<file path="src/design/nlpe_pkg.sv">
package nlpe_pkg;

  // item opcodes
  localparam logic OP_BEGIN    = 1'b0;
  localparam logic OP_NEIGHBOR = 1'b1;

  // configuration register indexes
  localparam int unsigned CFG_IDX_W = 2;
  localparam logic [CFG_IDX_W-1:0] CFG_OWN_NODE = 2'd0;
  localparam logic [CFG_IDX_W-1:0] CFG_INTERVAL = 2'd1;
  localparam logic [CFG_IDX_W-1:0] CFG_CAPACITY = 2'd2;

  localparam logic [15:0] CAPACITY_RESET = 16'd237;

  // wire-format bytes
  localparam logic [7:0] TAG_HDR_F1   = 8'h08;  // field 1, varint
  localparam logic [7:0] TAG_HDR_F2   = 8'h10;  // field 2, varint
  localparam logic [7:0] TAG_HDR_F3   = 8'h18;  // field 3, varint
  localparam logic [7:0] TAG_NEIGHBOR = 8'h22;  // field 4, length-delimited
  localparam logic [7:0] TAG_NODE     = 8'h08;  // submessage field 1, varint
  localparam logic [7:0] TAG_SNR      = 8'h15;  // submessage field 2, fixed32
  localparam logic       VARINT_CONT  = 1'b1;   // continuation bit of a group

  // x / 13 for 16-bit x as (x * 80660) >> 20, exact over the whole range
  localparam logic [16:0] RECIP_13    = 17'd80660;
  localparam int unsigned RECIP_SHIFT = 20;
  localparam int unsigned ROOM_W      = 13;

  // one queued item, fully classified
  typedef struct packed {
    logic              op;
    logic [31:0]       val_a;    // own node or neighbor node
    logic [31:0]       val_b;    // broadcast interval or SNR pattern
    logic [2:0]        vlen_a;   // varint length of val_a
    logic [2:0]        vlen_b;   // varint length of val_b
    logic [4:0]        len;      // bytes to emit, 0 = one empty word
    logic [ROOM_W-1:0] room;
    logic [15:0]       base;     // message length before this item
    logic              ovf;
    logic              last;
  } desc_t;

  // varint byte count of a 32-bit value (1..5)
  function automatic logic [2:0] varint_len(input logic [31:0] v);
    logic [2:0] n;
    if (v[31:28] != 4'd0) begin
      n = 3'd5;
    end else if (v[27:21] != 7'd0) begin
      n = 3'd4;
    end else if (v[20:14] != 7'd0) begin
      n = 3'd3;
    end else if (v[13:7] != 7'd0) begin
      n = 3'd2;
    end else begin
      n = 3'd1;
    end
    return n;
  endfunction

endpackage

</file>
<file path="src/design/nlpe_front.sv">
module nlpe_front (
  input  logic               clk,
  input  logic               rst,
  input  logic               accept,
  input  logic               op,
  input  logic [31:0]        neighbor_node,
  input  logic [31:0]        neighbor_snr_bits,
  input  logic               last_entry,
  input  logic [31:0]        own_node_number,
  input  logic [31:0]        broadcast_interval,
  input  logic [15:0]        capacity_bytes,
  output nlpe_pkg::desc_t    desc
);

  logic [15:0] bytes_emitted, bytes_emitted_next;
  logic        overflow_seen, overflow_seen_next;

  logic [2:0]  vl_own, vl_bi, vl_node;
  logic [3:0]  fld_own, fld_bi, nb_len;
  logic [4:0]  hdr_len;
  logic        hdr_ovf, hdr_room_ok, nb_ovf;
  logic [15:0] room_diff;
  logic [32:0] room_prod;

  assign vl_own  = nblen_guard(own_node_number);
  assign vl_bi   = nblen_guard(broadcast_interval);
  assign vl_node = nblen_guard(neighbor_node);

  function automatic logic [2:0] nblen_guard(input logic [31:0] v);
    return nlpe_pkg::varint_len(v);
  endfunction

  // header: tag + varint per nonzero field, own node written twice
  assign fld_own = (own_node_number != 32'd0) ? {1'b0, vl_own} + 4'd1 : 4'd0;
  assign fld_bi  = (broadcast_interval != 32'd0) ? {1'b0, vl_bi} + 4'd1 : 4'd0;
  assign hdr_len = {fld_own, 1'b0} + {1'b0, fld_bi};

  assign hdr_ovf     = {11'd0, hdr_len} > capacity_bytes;
  assign hdr_room_ok = {11'd0, hdr_len} < capacity_bytes;
  assign room_diff   = capacity_bytes - {11'd0, hdr_len};
  assign room_prod   = 33'(room_diff) * 33'(nlpe_pkg::RECIP_13);

  // neighbor entry: 0x22, length, optional node field, optional SNR field
  assign nb_len = ((neighbor_node != 32'd0) ? {1'b0, vl_node} + 4'd1 : 4'd0)
                + ((neighbor_snr_bits != 32'd0) ? 4'd5 : 4'd0) + 4'd2;
  assign nb_ovf = ({1'b0, bytes_emitted} + 17'(nb_len)) > {1'b0, capacity_bytes};

  always_comb begin
    desc.op   = op;
    desc.last = last_entry;
    desc.room = '0;
    bytes_emitted_next = bytes_emitted;
    overflow_seen_next = overflow_seen;
    if (op == nlpe_pkg::OP_BEGIN) begin
      desc.val_a  = own_node_number;
      desc.val_b  = broadcast_interval;
      desc.vlen_a = vl_own;
      desc.vlen_b = vl_bi;
      desc.len    = hdr_ovf ? 5'd0 : hdr_len;
      desc.base   = 16'd0;
      desc.ovf    = hdr_ovf;
      if (hdr_room_ok) begin
        desc.room = room_prod[nlpe_pkg::RECIP_SHIFT +: nlpe_pkg::ROOM_W];
      end
      bytes_emitted_next = hdr_ovf ? 16'd0 : {11'd0, hdr_len};
      overflow_seen_next = hdr_ovf;
    end else begin
      desc.val_a  = neighbor_node;
      desc.val_b  = neighbor_snr_bits;
      desc.vlen_a = vl_node;
      desc.vlen_b = 3'd0;
      desc.base   = bytes_emitted;
      if (overflow_seen) begin
        desc.len = 5'd0;
        desc.ovf = 1'b1;
      end else begin
        desc.len = nb_ovf ? 5'd0 : {1'b0, nb_len};
        desc.ovf = nb_ovf;
        overflow_seen_next = nb_ovf;
        if (!nb_ovf) begin
          bytes_emitted_next = bytes_emitted + {12'd0, nb_len};
        end
      end
    end
  end

  always_ff @(posedge clk) begin
    if (rst) begin
      bytes_emitted <= '0;
      overflow_seen <= 1'b0;
    end else if (accept) begin
      bytes_emitted <= bytes_emitted_next;
      overflow_seen <= overflow_seen_next;
    end
  end

endmodule

</file>
<file path="src/design/nlpe_queue.sv">
module nlpe_queue #(
  parameter int unsigned DEPTH = 4
) (
  input  logic            clk,
  input  logic            rst,
  input  logic            wr_en,
  input  nlpe_pkg::desc_t wr_data,
  output logic            full,
  input  logic            rd_en,
  output nlpe_pkg::desc_t rd_data,
  output logic            q_empty
);

  localparam int unsigned PTR_W = $clog2(DEPTH);
  localparam int unsigned CNT_W = $clog2(DEPTH + 1);

  nlpe_pkg::desc_t    slots [DEPTH];
  logic [PTR_W-1:0]   wr_ptr, rd_ptr;
  logic [CNT_W-1:0]   count;

  assign full    = (count == CNT_W'(DEPTH));
  assign q_empty = (count == '0);
  assign rd_data = slots[rd_ptr];

  always_ff @(posedge clk) begin
    if (wr_en) begin
      slots[wr_ptr] <= wr_data;
    end
  end

  always_ff @(posedge clk) begin
    if (rst) begin
      wr_ptr <= '0;
      rd_ptr <= '0;
      count  <= '0;
    end else begin
      if (wr_en) begin
        wr_ptr <= (wr_ptr == PTR_W'(DEPTH - 1)) ? '0 : wr_ptr + 1'b1;
      end
      if (rd_en) begin
        rd_ptr <= (rd_ptr == PTR_W'(DEPTH - 1)) ? '0 : rd_ptr + 1'b1;
      end
      if (wr_en && !rd_en) begin
        count <= count + 1'b1;
      end else if (rd_en && !wr_en) begin
        count <= count - 1'b1;
      end
    end
  end

endmodule

</file>
<file path="src/design/nlpe_back.sv">
module nlpe_back (
  input  logic                          clk,
  input  logic                          rst,
  input  nlpe_pkg::desc_t               d,
  input  logic                          q_empty,
  output logic                          rd_en,
  output logic                          empty,
  input  logic                          pop,
  output logic [7:0]                    out_byte,
  output logic                          byte_valid,
  output logic                          run_last,
  output logic                          overflow,
  output logic                          message_done,
  output logic [15:0]                   message_length,
  output logic [nlpe_pkg::ROOM_W-1:0]   neighbor_room
);

  logic [4:0]  k;
  logic        out_valid;
  logic        advance, is_last, valid;

  logic [4:0]  fld_a, off3, kk, j;
  logic [7:0]  tag, cur_byte, vbyte, rbyte;
  logic [31:0] v;
  logic [2:0]  vl, idx;
  logic        raw, fixed_byte;
  logic [7:0]  fixed_val;
  logic [6:0]  grp;

  assign valid   = (d.len != 5'd0);
  assign is_last = !valid || (k == d.len - 5'd1);
  assign advance = !q_empty && (!out_valid || pop);
  assign rd_en   = advance && is_last;
  assign empty   = !out_valid;

  assign fld_a = (d.val_a != 32'd0) ? {2'b0, d.vlen_a} + 5'd1 : 5'd0;
  assign off3  = {fld_a[3:0], 1'b0};
  assign kk    = k - 5'd2;

  // locate byte k: which field, position j inside it (0 = tag)
  always_comb begin
    fixed_byte = 1'b0;
    fixed_val  = 8'd0;
    raw        = 1'b0;
    v          = d.val_a;
    vl         = d.vlen_a;
    tag        = nlpe_pkg::TAG_HDR_F1;
    j          = k;
    if (d.op == nlpe_pkg::OP_BEGIN) begin
      if (k < fld_a) begin
        j   = k;
      end else if (k < off3) begin
        j   = k - fld_a;
        tag = nlpe_pkg::TAG_HDR_F2;
      end else begin
        j   = k - off3;
        tag = nlpe_pkg::TAG_HDR_F3;
        v   = d.val_b;
        vl  = d.vlen_b;
      end
    end else begin
      if (k == 5'd0) begin
        fixed_byte = 1'b1;
        fixed_val  = nlpe_pkg::TAG_NEIGHBOR;
      end else if (k == 5'd1) begin
        fixed_byte = 1'b1;
        fixed_val  = 8'(d.len - 5'd2);
      end else if (kk < fld_a) begin
        j   = kk;
        tag = nlpe_pkg::TAG_NODE;
      end else begin
        j   = kk - fld_a;
        tag = nlpe_pkg::TAG_SNR;
        v   = d.val_b;
        raw = 1'b1;
      end
    end
  end

  assign idx = 3'(j - 5'd1);

  always_comb begin
    case (idx)
      3'd0:    grp = v[6:0];
      3'd1:    grp = v[13:7];
      3'd2:    grp = v[20:14];
      3'd3:    grp = v[27:21];
      3'd4:    grp = {3'd0, v[31:28]};
      default: grp = 7'd0;
    endcase
    case (idx)
      3'd0:    rbyte = v[7:0];
      3'd1:    rbyte = v[15:8];
      3'd2:    rbyte = v[23:16];
      3'd3:    rbyte = v[31:24];
      default: rbyte = 8'd0;
    endcase
  end

  assign vbyte = {(({1'b0, idx} + 4'd1) < {1'b0, vl}) ? nlpe_pkg::VARINT_CONT : 1'b0, grp};

  always_comb begin
    if (!valid) begin
      cur_byte = 8'd0;
    end else if (fixed_byte) begin
      cur_byte = fixed_val;
    end else if (j == 5'd0) begin
      cur_byte = tag;
    end else if (raw) begin
      cur_byte = rbyte;
    end else begin
      cur_byte = vbyte;
    end
  end

  always_ff @(posedge clk) begin
    if (rst) begin
      k         <= '0;
      out_valid <= 1'b0;
    end else begin
      if (advance) begin
        k         <= is_last ? 5'd0 : k + 5'd1;
        out_valid <= 1'b1;
      end else if (pop) begin
        out_valid <= 1'b0;
      end
    end
  end

  always_ff @(posedge clk) begin
    if (advance) begin
      out_byte       <= cur_byte;
      byte_valid     <= valid;
      run_last       <= is_last;
      overflow       <= d.ovf;
      message_done   <= is_last && d.last;
      message_length <= valid ? d.base + {11'd0, k} + 16'd1 : d.base;
      neighbor_room  <= d.room;
    end
  end

  a_empty_word_zero: assert property (@(posedge clk) disable iff (rst)
    (!empty && !byte_valid) |-> (out_byte == 8'd0 && run_last))
    else $error("empty word carries a byte or is not final");

  a_done_on_final: assert property (@(posedge clk) disable iff (rst)
    (!empty && message_done) |-> run_last)
    else $error("message_done off the final word");

  a_length_steps: assert property (@(posedge clk) disable iff (rst)
    (!empty && pop && byte_valid && !run_last) |=>
      (!empty && byte_valid && message_length == $past(message_length) + 16'd1))
    else $error("byte run broken or length not stepping");

endmodule

</file>
<file path="src/design/neighbor_list_protobuf_encoder.sv">
// Neighbor-report message encoder, protobuf wire format, one byte per word.
//
// Input channel (push/full): one item per word. op 0 starts a message and
// emits the header (own node as fields 1 and 2, broadcast interval as field
// 3, zero fields skipped) plus the neighbor_room estimate; op 1 appends one
// field-4 neighbor entry (2 to 13 bytes). An item that emits nothing, or does
// not fit in capacity_bytes, yields one word with byte_valid low.
// Result channel (empty/pop): one word per byte, run_last on the final word
// of each item, message_done on the final word of a last_entry item.
// Config channel (cfg_valid/cfg_ready, always ready): index 0 own node,
// 1 broadcast interval, 2 capacity; write only while the block is idle.
// An accepted item is written into the queue, then its first word into the
// output register. Throughput: one word per cycle while the receiver pops; an
// item takes max(bytes, 1) words, up to 13 for a neighbor and 18 for a header;
// the front classifies one item per cycle into a QUEUE_DEPTH queue unless full.
// Reset clears queue, output word, message state and config (capacity 237).
// A stalled receiver holds the output word; the queue keeps taking items
// until it fills, then full rises.
module neighbor_list_protobuf_encoder #(
  parameter int unsigned QUEUE_DEPTH = 4
) (
  input  logic                                clk,
  input  logic                                rst,
  // input items
  input  logic                                push,
  output logic                                full,
  input  logic                                op,
  input  logic [31:0]                         neighbor_node,
  input  logic [31:0]                         neighbor_snr_bits,
  input  logic                                last_entry,
  // result words
  output logic                                empty,
  input  logic                                pop,
  output logic [7:0]                          out_byte,
  output logic                                byte_valid,
  output logic                                run_last,
  output logic                                overflow,
  output logic                                message_done,
  output logic [15:0]                         message_length,
  output logic [nlpe_pkg::ROOM_W-1:0]         neighbor_room,
  // config writes
  input  logic                                cfg_valid,
  output logic                                cfg_ready,
  input  logic [nlpe_pkg::CFG_IDX_W-1:0]      cfg_index,
  input  logic [31:0]                         cfg_data
);

  logic [31:0]     own_node_number;
  logic [31:0]     broadcast_interval;
  logic [15:0]     capacity_bytes;

  logic            accept;
  nlpe_pkg::desc_t front_desc, head_desc;
  logic            q_empty, rd_en;

  assign cfg_ready = 1'b1;
  assign accept    = push && !full;

  // config registers; unknown indexes are dropped
  always_ff @(posedge clk) begin
    if (rst) begin
      own_node_number    <= '0;
      broadcast_interval <= '0;
      capacity_bytes     <= nlpe_pkg::CAPACITY_RESET;
    end else if (cfg_valid && cfg_ready) begin
      case (cfg_index)
        nlpe_pkg::CFG_OWN_NODE: own_node_number    <= cfg_data;
        nlpe_pkg::CFG_INTERVAL: broadcast_interval <= cfg_data;
        nlpe_pkg::CFG_CAPACITY: capacity_bytes     <= cfg_data[15:0];
        default: ;
      endcase
    end
  end

  // front: length, fit check and message state, one item per cycle unless the queue is full
  nlpe_front u_front (
    .clk                (clk),
    .rst                (rst),
    .accept             (accept),
    .op                 (op),
    .neighbor_node      (neighbor_node),
    .neighbor_snr_bits  (neighbor_snr_bits),
    .last_entry         (last_entry),
    .own_node_number    (own_node_number),
    .broadcast_interval (broadcast_interval),
    .capacity_bytes     (capacity_bytes),
    .desc               (front_desc)
  );

  // decoupling queue between classification and byte emission
  nlpe_queue #(
    .DEPTH (QUEUE_DEPTH)
  ) u_queue (
    .clk     (clk),
    .rst     (rst),
    .wr_en   (accept),
    .wr_data (front_desc),
    .full    (full),
    .rd_en   (rd_en),
    .rd_data (head_desc),
    .q_empty (q_empty)
  );

  // back: byte sequencer with registered output word
  nlpe_back u_back (
    .clk            (clk),
    .rst            (rst),
    .d              (head_desc),
    .q_empty        (q_empty),
    .rd_en          (rd_en),
    .empty          (empty),
    .pop            (pop),
    .out_byte       (out_byte),
    .byte_valid     (byte_valid),
    .run_last       (run_last),
    .overflow       (overflow),
    .message_done   (message_done),
    .message_length (message_length),
    .neighbor_room  (neighbor_room)
  );

endmodule
</file>
<file path="config.mk">
export PLATFORM = sky130hd
export DESIGN_NAME = neighbor_list_protobuf_encoder
export DESIGN_NICKNAME = d
export VERILOG_FILES = /design/src/design/nlpe_pkg.sv /design/src/design/nlpe_front.sv /design/src/design/nlpe_queue.sv /design/src/design/nlpe_back.sv /design/src/design/neighbor_list_protobuf_encoder.sv
export SDC_FILE = /design/constraint.sdc
export NUM_CORES = 1
export LEC_CHECK = 0
export BUFFER_PORTS_ARGS = -buffer_cell sky130_fd_sc_hd__buf_2
export CORE_UTILIZATION = 36
export DETAILED_ROUTE_END_ITERATION = 6
export PLACE_DENSITY = 0.52
export SYNTH_ARGS = -nofsm -noshare
export SYNTH_HDL_FRONTEND = slang
export SYNTH_SLANG_ARGS = --single-unit
</file>
<file path="constraint.sdc">
create_clock -name clk -period 9.8 [get_ports clk]
set_input_delay 1.47 -clock clk [delete_from_list [all_inputs] [get_ports clk]]
set_output_delay 1.47 -clock clk [all_outputs]
set_load 0.01 [all_outputs]
</file>
==> results of run 1 <==
-- registers in the layout, summed over array words and instances (netlist names), 8 cells and up, named ones only --
register / cells
u_front.bytes_emitted: 16
own_node_number: 32
u_back.out_byte: 8
broadcast_interval: 32
u_back.neighbor_room: 13
capacity_bytes: 16
u_back.message_length: 16
u_queue.slots: 428
-- layer usage --
layer | vias up | track usage
met4 | 0 | 0.0422
met2 | 530 | 0.296
li1 | 8883 | -
met3 | 79 | 0.0304
met5 | - | 0
met1 | 9775 | 0.275
-- per-stage QoR --
step,area [µm²],hold slack [ps],setup TNS [ps]
5_1_grt,35000,493,-287
6_report,35000,471,0
3_5_place_dp,32500,460,-707
3_3_place_gp,32500,451,0
4_1_cts,34600,466,0
2_1_floorplan,30200,441,0
-- worst max path at each step --
stage | end | slack [ps] | cells after the start
global placement | u_queue.slots[0][30]$_DFFE_PP_ | 140 | 39
finish | u_queue.slots[2][29]$_DFFE_PP_ | 350 | 41
global route | u_queue.slots[2][29]$_DFFE_PP_ | -30 | 41
CTS | u_queue.slots[2][29]$_DFFE_PP_ | 10 | 39
detailed placement | u_queue.slots[0][28]$_DFFE_PP_ | -70 | 37
floorplan | u_queue.slots[0][30]$_DFFE_PP_ | 590 | 35
-- cell families (layout without fill, tap and decap cells) --
group           after synthesis  after routing
mux                         196            196
fa+ha+maj                   266            266
buf+inv                     285            553
flops                       581            581
other cells                   2              2
compound gates              345            345
xor+xnor                     90             90
simple gates                518            518
-- cell usage in the layout (no fill, tap or decap), types with 67 or more instances in the layout --
cell	instances
inv_1	190
ha_1	186
buf_2	145
clkbuf_16	67
a21oi_1	152
mux4_2	106
fa_1	72
mux2_2	73
buf_4	89
dfxtp_1	109
nand2_1	221
edfxtp_1	469
-- worst reg2reg max path: cells and delay by family (launching register included) --
family,cells,cell delay (ps)
AOI/OAI and AO/OA,10,1730
xor gates and xnor gates,2,330
and+or+nand+nor,5,1000
adders and majority gates,12,4650
buffers and inverters,12,1080
DFF,1,330
-- cell usage after synthesis, types with 4 or more instances --
| master | instances |
|---|---|
| a211oi_1 | 9 |
| a21boi_0 | 4 |
| a21o_1 | 18 |
| a21oi_1 | 157 |
| a31o_2 | 4 |
| a31oi_1 | 11 |
| a32o_1 | 8 |
| and2_1 | 26 |
| and3_1 | 11 |
| buf_2 | 19 |
| clkbuf_1 | 59 |
| dfxtp_1 | 112 |
| edfxtp_1 | 469 |
| fa_1 | 72 |
| ha_1 | 191 |
| inv_1 | 194 |
| mux2_2 | 73 |
| mux2i_1 | 15 |
| mux4_2 | 106 |
| nand2_1 | 224 |
| nand2b_1 | 7 |
| nand3_1 | 39 |
| nand4_1 | 11 |
| nor2_1 | 70 |
| nor2b_1 | 15 |
| nor3_1 | 26 |
| nor3b_1 | 4 |
| nor4_1 | 39 |
| o2111ai_1 | 4 |
| o211ai_1 | 11 |
| o21a_1 | 7 |
| o21ai_0 | 60 |
| o21bai_1 | 4 |
| o22ai_1 | 6 |
| or2_2 | 9 |
| or3_1 | 10 |
| or4_1 | 10 |
| xnor2_1 | 55 |
| xor2_1 | 32 |
-- what timing repair did --
action                     4_1_cts  5_1_grt
setup buffers                    0        8
hold endpoints to repair         0        0
cloned                           0        0
setup endpoints to repair       16       52
resized for setup                4       51
pin swaps                        0       30
-- cell type report --
type                    count  area share
clock buffers              89      0.0526
inverters                 198      0.0213
multi-input cells        1417       0.372
clock inverters            31     0.00791
well taps                1070      0.0383
flip-flops and latches    581       0.467
repair buffers            235      0.0404
==> results.ini, run 1 <==
[finish]
seq_area_mm2=0.0163
diodes=0
filler_cell_count=7629
nNetsFinal=2867
area_growth_syn_to_layout_pct=16.0
fin_util=0.424
layout.cells.non_filler=3621
drive_gt1_frac=0.236
multi_input_area_mm2=0.0130

[clock_network]
clockBufferDepth=3
ctsHoldBuffers=0
htreeDepth=3
clkLatencyLatePin_ps=620
clkSlewWorstSetupHoldPaths_ps=60
cts_root_buffer=clkbuf_16
cts_buffers=66
cts_tree=built
clock_sinks=581

[yosys]
syn_area_mm2=0.0302
ys_ff_latch=581
async_reset_ff_frac=0
synth_area_leaders=edfxtp_1, ha_1, mux4_2
synth_edf_count=469
synth_cell_types=87
synth_ff_type=edfxtp_1
synthCells=2283
synth_nets=2651
syn_area_per_cell_um2=13.2
synth.yosys.seq_area_share=0.541
synth_simple_gate_area_frac=0.0827
synth_mux_area_frac=0.112
synthAdderAreaFrac=0.128
synth_warnings=0
synth-compound-area-share=0.0708
synth_top_family_by_area=adder cells
yosysTopAreaCell=edfxtp_1
synth_xor_area_frac=0.0269
synth_top_area_share=0.467

[global_routing]
grt_pass1_wl_mm=121
antenna_found_initial=0
gr-total-overflow=0
grt_max_degree=80
grt_use_total=0.189
grt_pass1_vias=19600

[floorplan]
die_h_um=291
fp.dieW_um=291
die_area_mm2=0.0849
ioPinCount=149
core_mm2=0.0825
start_util=0.365
rows=105

[setup_path]
r2r-end=u_queue.slots[2][29]$_DFFE_PP_
crit_top_cell=fa_1
worstSetupPathType=reg2reg
reg2reg_from=broadcast_interval[17]$_SDFFE_PP0P_
cp.arrival_ps=9750
worstSetupStartpoint=broadcast_interval[17]$_SDFFE_PP0P_
max_stage_delay_ps=560
crit_family=adder cells
cp_max_fo=4
cp.buffers_inverters=12
crit_required_ps=10100
reg2reg_depth=41
start_kind=register
rrSetupSlack_ps=350
cp_slowest_cell=fa_1
crit_path_end_kind=register

[detailed_routing]
drc=0
met1Wirelength_mm=37.8
drtAntennaViolNets=0
avgRoutedWirePerCell_um=22.3
wl_met2_mm=37.4
first_pass_iters=5
routed.top_layer=met4
dr_wl_met3_mm=4.54
drt-total-wl_mm=80.8
drtIter0Drc=1391
vias_per_cell=5.32
vias=19300

[timing]
timing.final.ws_setup_ps=354
tightest_slew_ps=1030
fmax_mhz=106
slew_violations=0
fin_skew_ps=42.9
hold_violations=0
setup_violations=0
slew_headroom=0.312
fin_crit_ps=9450
fin_crit_sh=0.964

[job]
maxCapViolCount=0

[placed_design]
place_congestion=0.885
io_buffers=147
dp.cells=3493
hpwl_mm=58.9
post-place-ws_ps=-69.5

[worst_hold_path]
hold_depth=2
min_from=broadcast_interval[30]$_SDFFE_PP0P_
hold_class=reg2reg
holdPathEnd=broadcast_interval[30]$_SDFFE_PP0P_

[run_status]
outcome=finished, final reports clean

Power of run 1 is left out: the tool's default activity adds up to more than one toggle a clock period on the data nets, which glitch-free logic cannot reach.
==> run 2: changes to the inputs <==
--- a/config.mk
+++ b/config.mk
@@ -8,7 +8,7 @@
 export BUFFER_PORTS_ARGS = -buffer_cell sky130_fd_sc_hd__buf_2
 export CORE_UTILIZATION = 36
 export DETAILED_ROUTE_END_ITERATION = 6
-export PLACE_DENSITY = 0.52
+export PLACE_DENSITY = 0.59
 export SYNTH_ARGS = -nofsm -noshare
 export SYNTH_HDL_FRONTEND = slang
 export SYNTH_SLANG_ARGS = --single-unit
==> constraint.sdc (replaced) <==
create_clock -name clk -period 8.1 [get_ports clk]
set_input_delay 1.215 -clock clk [delete_from_list [all_inputs] [get_ports clk]]
set_output_delay 1.215 -clock clk [all_outputs]
set_load 0.01 [all_outputs]
==> results.ini, run 2 (same netlist as run 1, synthesis figures left out) <==
[detailed_routing]
vias_per_cell=5.31  ; -0.28%
drtIter0Drc=1553  ; +12%
avgRoutedWirePerCell_um=21.3  ; -4.7%
vias=19900  ; +3.1%
drc=0  ; unchanged
drt-total-wl_mm=79.6  ; -1.5%
first_pass_iters=5  ; unchanged
drtAntennaViolNets=0  ; unchanged

[finish]
largest_reg_flops=428  ; unchanged
max_flop_register=u_queue.slots
final_cell_mix=edfxtp_1, nand2_1, buf_4
area_growth_syn_to_layout_pct=20.0
final_common_cell=edfxtp_1
filler_cell_count=7472  ; -2.1%
nNetsFinal=2988  ; +4.2%
drive_gt1_frac=0.280  ; +0.0439
reg.largest.list=u_queue.slots x428, broadcast_interval x32, own_node_number x32

[clock_network]
cts_buffers=60  ; -9.1%
clockBufferDepth=3  ; unchanged
cts_root_buffer=clkbuf_16
clock_sinks=581  ; unchanged
cts_tree=built
clkSlewWorstSetupHoldPaths_ps=60  ; about the same
clkLatencyLatePin_ps=640  ; +20 ps
htreeDepth=2  ; -1

[setup_path]
reg2reg_depth=40  ; -2.4%
max_stage_delay_ps=550  ; about the same
start_kind=register
worst-path-stages=40  ; -2.4%
cp_slowest_cell=or4_4
crit_family=adder cells
cp_max_fo=4  ; unchanged
crit_path_end_kind=register
crit_required_ps=8420  ; -1680 ps
crit_top_cell=fa_1
cp.buffers_inverters=10  ; -2
worstSetupPathType=reg2reg
cp.arrival_ps=9590  ; -160 ps

[floorplan]
die_h_um=291  ; unchanged
ioPinCount=149  ; unchanged
start_util=0.365  ; unchanged
core_mm2=0.0825  ; unchanged
fp.dieW_um=291  ; unchanged
rows=105  ; unchanged
die_area_mm2=0.0849  ; unchanged

[timing]
hold_slack_ps=483  ; +12.6 ps
tightest_slew_ps=1140  ; +109 ps
slew_headroom=0.239  ; -0.0723
fmax_mhz=108  ; +1.9%
rsz0062_at_grt=true
slew_violations=0  ; unchanged
fin_crit_ps=9270  ; -176 ps
timing.final.ws_setup_ps=-1170  ; -1520 ps
fin_crit_sh=1.14  ; +0.181
setup_violations=52  ; +52
fin_skew_ps=53.6  ; +10.7 ps
hold_violations=0  ; unchanged

[global_routing]
grt_use_total=0.186  ; -0.00253
gr-total-overflow=0  ; unchanged
grt_pass1_wl_mm=121  ; about the same
antenna_found_initial=2  ; +2
grt_max_degree=86  ; +7.5%
grt_pass1_vias=20100  ; +2.6%

[placed_design]
io_buffers=147  ; unchanged
place_congestion=0.895  ; +1.2%
hpwl_mm=58.2  ; -1.3%

[run_status]
violations=negative setup slack
outcome=complete, but fails checks

[worst_hold_path]
hold_class=reg2reg
hold_depth=2  ; unchanged

[job]
maxCapViolCount=0  ; unchanged

==> run 2: cell count changes in the layout (fill, tap and decap cells not counted), sizes merged <==
| cell | delta |
|---|---|
| buf | +127 |
| bufinv | +8 |
| clkbuf | -14 |
| clkinv | -1 |
| diode | +1 |
| inv | +1 |
==> run 2: metrics by stage <==
step / utilization / worst slack [ps] / instances / area [µm²] / setup TNS (ps)
finish: 0.439 / -1170 / 3743 / 36200 / -51000
global route: 0.439 / -1540 / 3742 / 36200 / -68980
CTS: 0.437 / -1180 / 3739 / 36100 / -50220
detailed placement: 0.409 / -1330 / 3619 / 33700 / -55240
global placement: 0.409 / -1290 / 3619 / 33700 / -54410
floorplan: - / -726 / 2283 / 30400 / -23790
==> run 2: final timing paths <==
path	from	end	slack, ps
setup / recovery	broadcast_interval[17]$_SDFFE_PP0P_	u_queue.slots[3][29]$_DFFE_PP_	-1170
hold / removal	broadcast_interval[11]$_SDFFE_PP0P_	broadcast_interval[11]$_SDFFE_PP0P_	480
setup reg to reg	broadcast_interval[17]$_SDFFE_PP0P_	u_queue.slots[3][29]$_DFFE_PP_	-1170
hold reg to reg	broadcast_interval[11]$_SDFFE_PP0P_	broadcast_interval[11]$_SDFFE_PP0P_	480
==> run 2: layout make-up <==
type | count | area (µm²) | share of cell area
flip-flops and latches | 581 | 16300 | 0.451
inverters | 198 | 743 | 0.0205
repair buffers | 362 | 2420 | 0.0670
well taps | 1070 | 1340 | 0.0370
clock buffers | 75 | 1650 | 0.0456
multi-input cells | 1417 | 13200 | 0.364
clock inverters | 39 | 508 | 0.0140
diodes | 1 | 2.50 | 0.0000691
==> run 2: worst min-delay path: stages (launching register included) <==
cell and delay [ps]:
dfxtp_1 320, nand2_1 60, a21oi_1 60
==> run 2: routing by layer <==
| metal | vias up | track usage | share of wire |
|---|---|---|---|
| met5 | - | 0 | 0 |
| met4 | 0 | 0.0377 | 0.016 |
| met3 | 80 | 0.0231 | 0.055 |
| met2 | 564 | 0.295 | 0.46 |
| met1 | 10100 | 0.275 | 0.47 |
| li1 | 9119 | - | - |
==> run 2: what timing repair did <==
item	4_1_cts	5_1_grt
gates resized for setup	25	17
setup buffers	6	3
hold buffers	0	0
pin swaps	17	25
setup endpoints to repair	52	52
Power of run 2 is left out for the same reason.
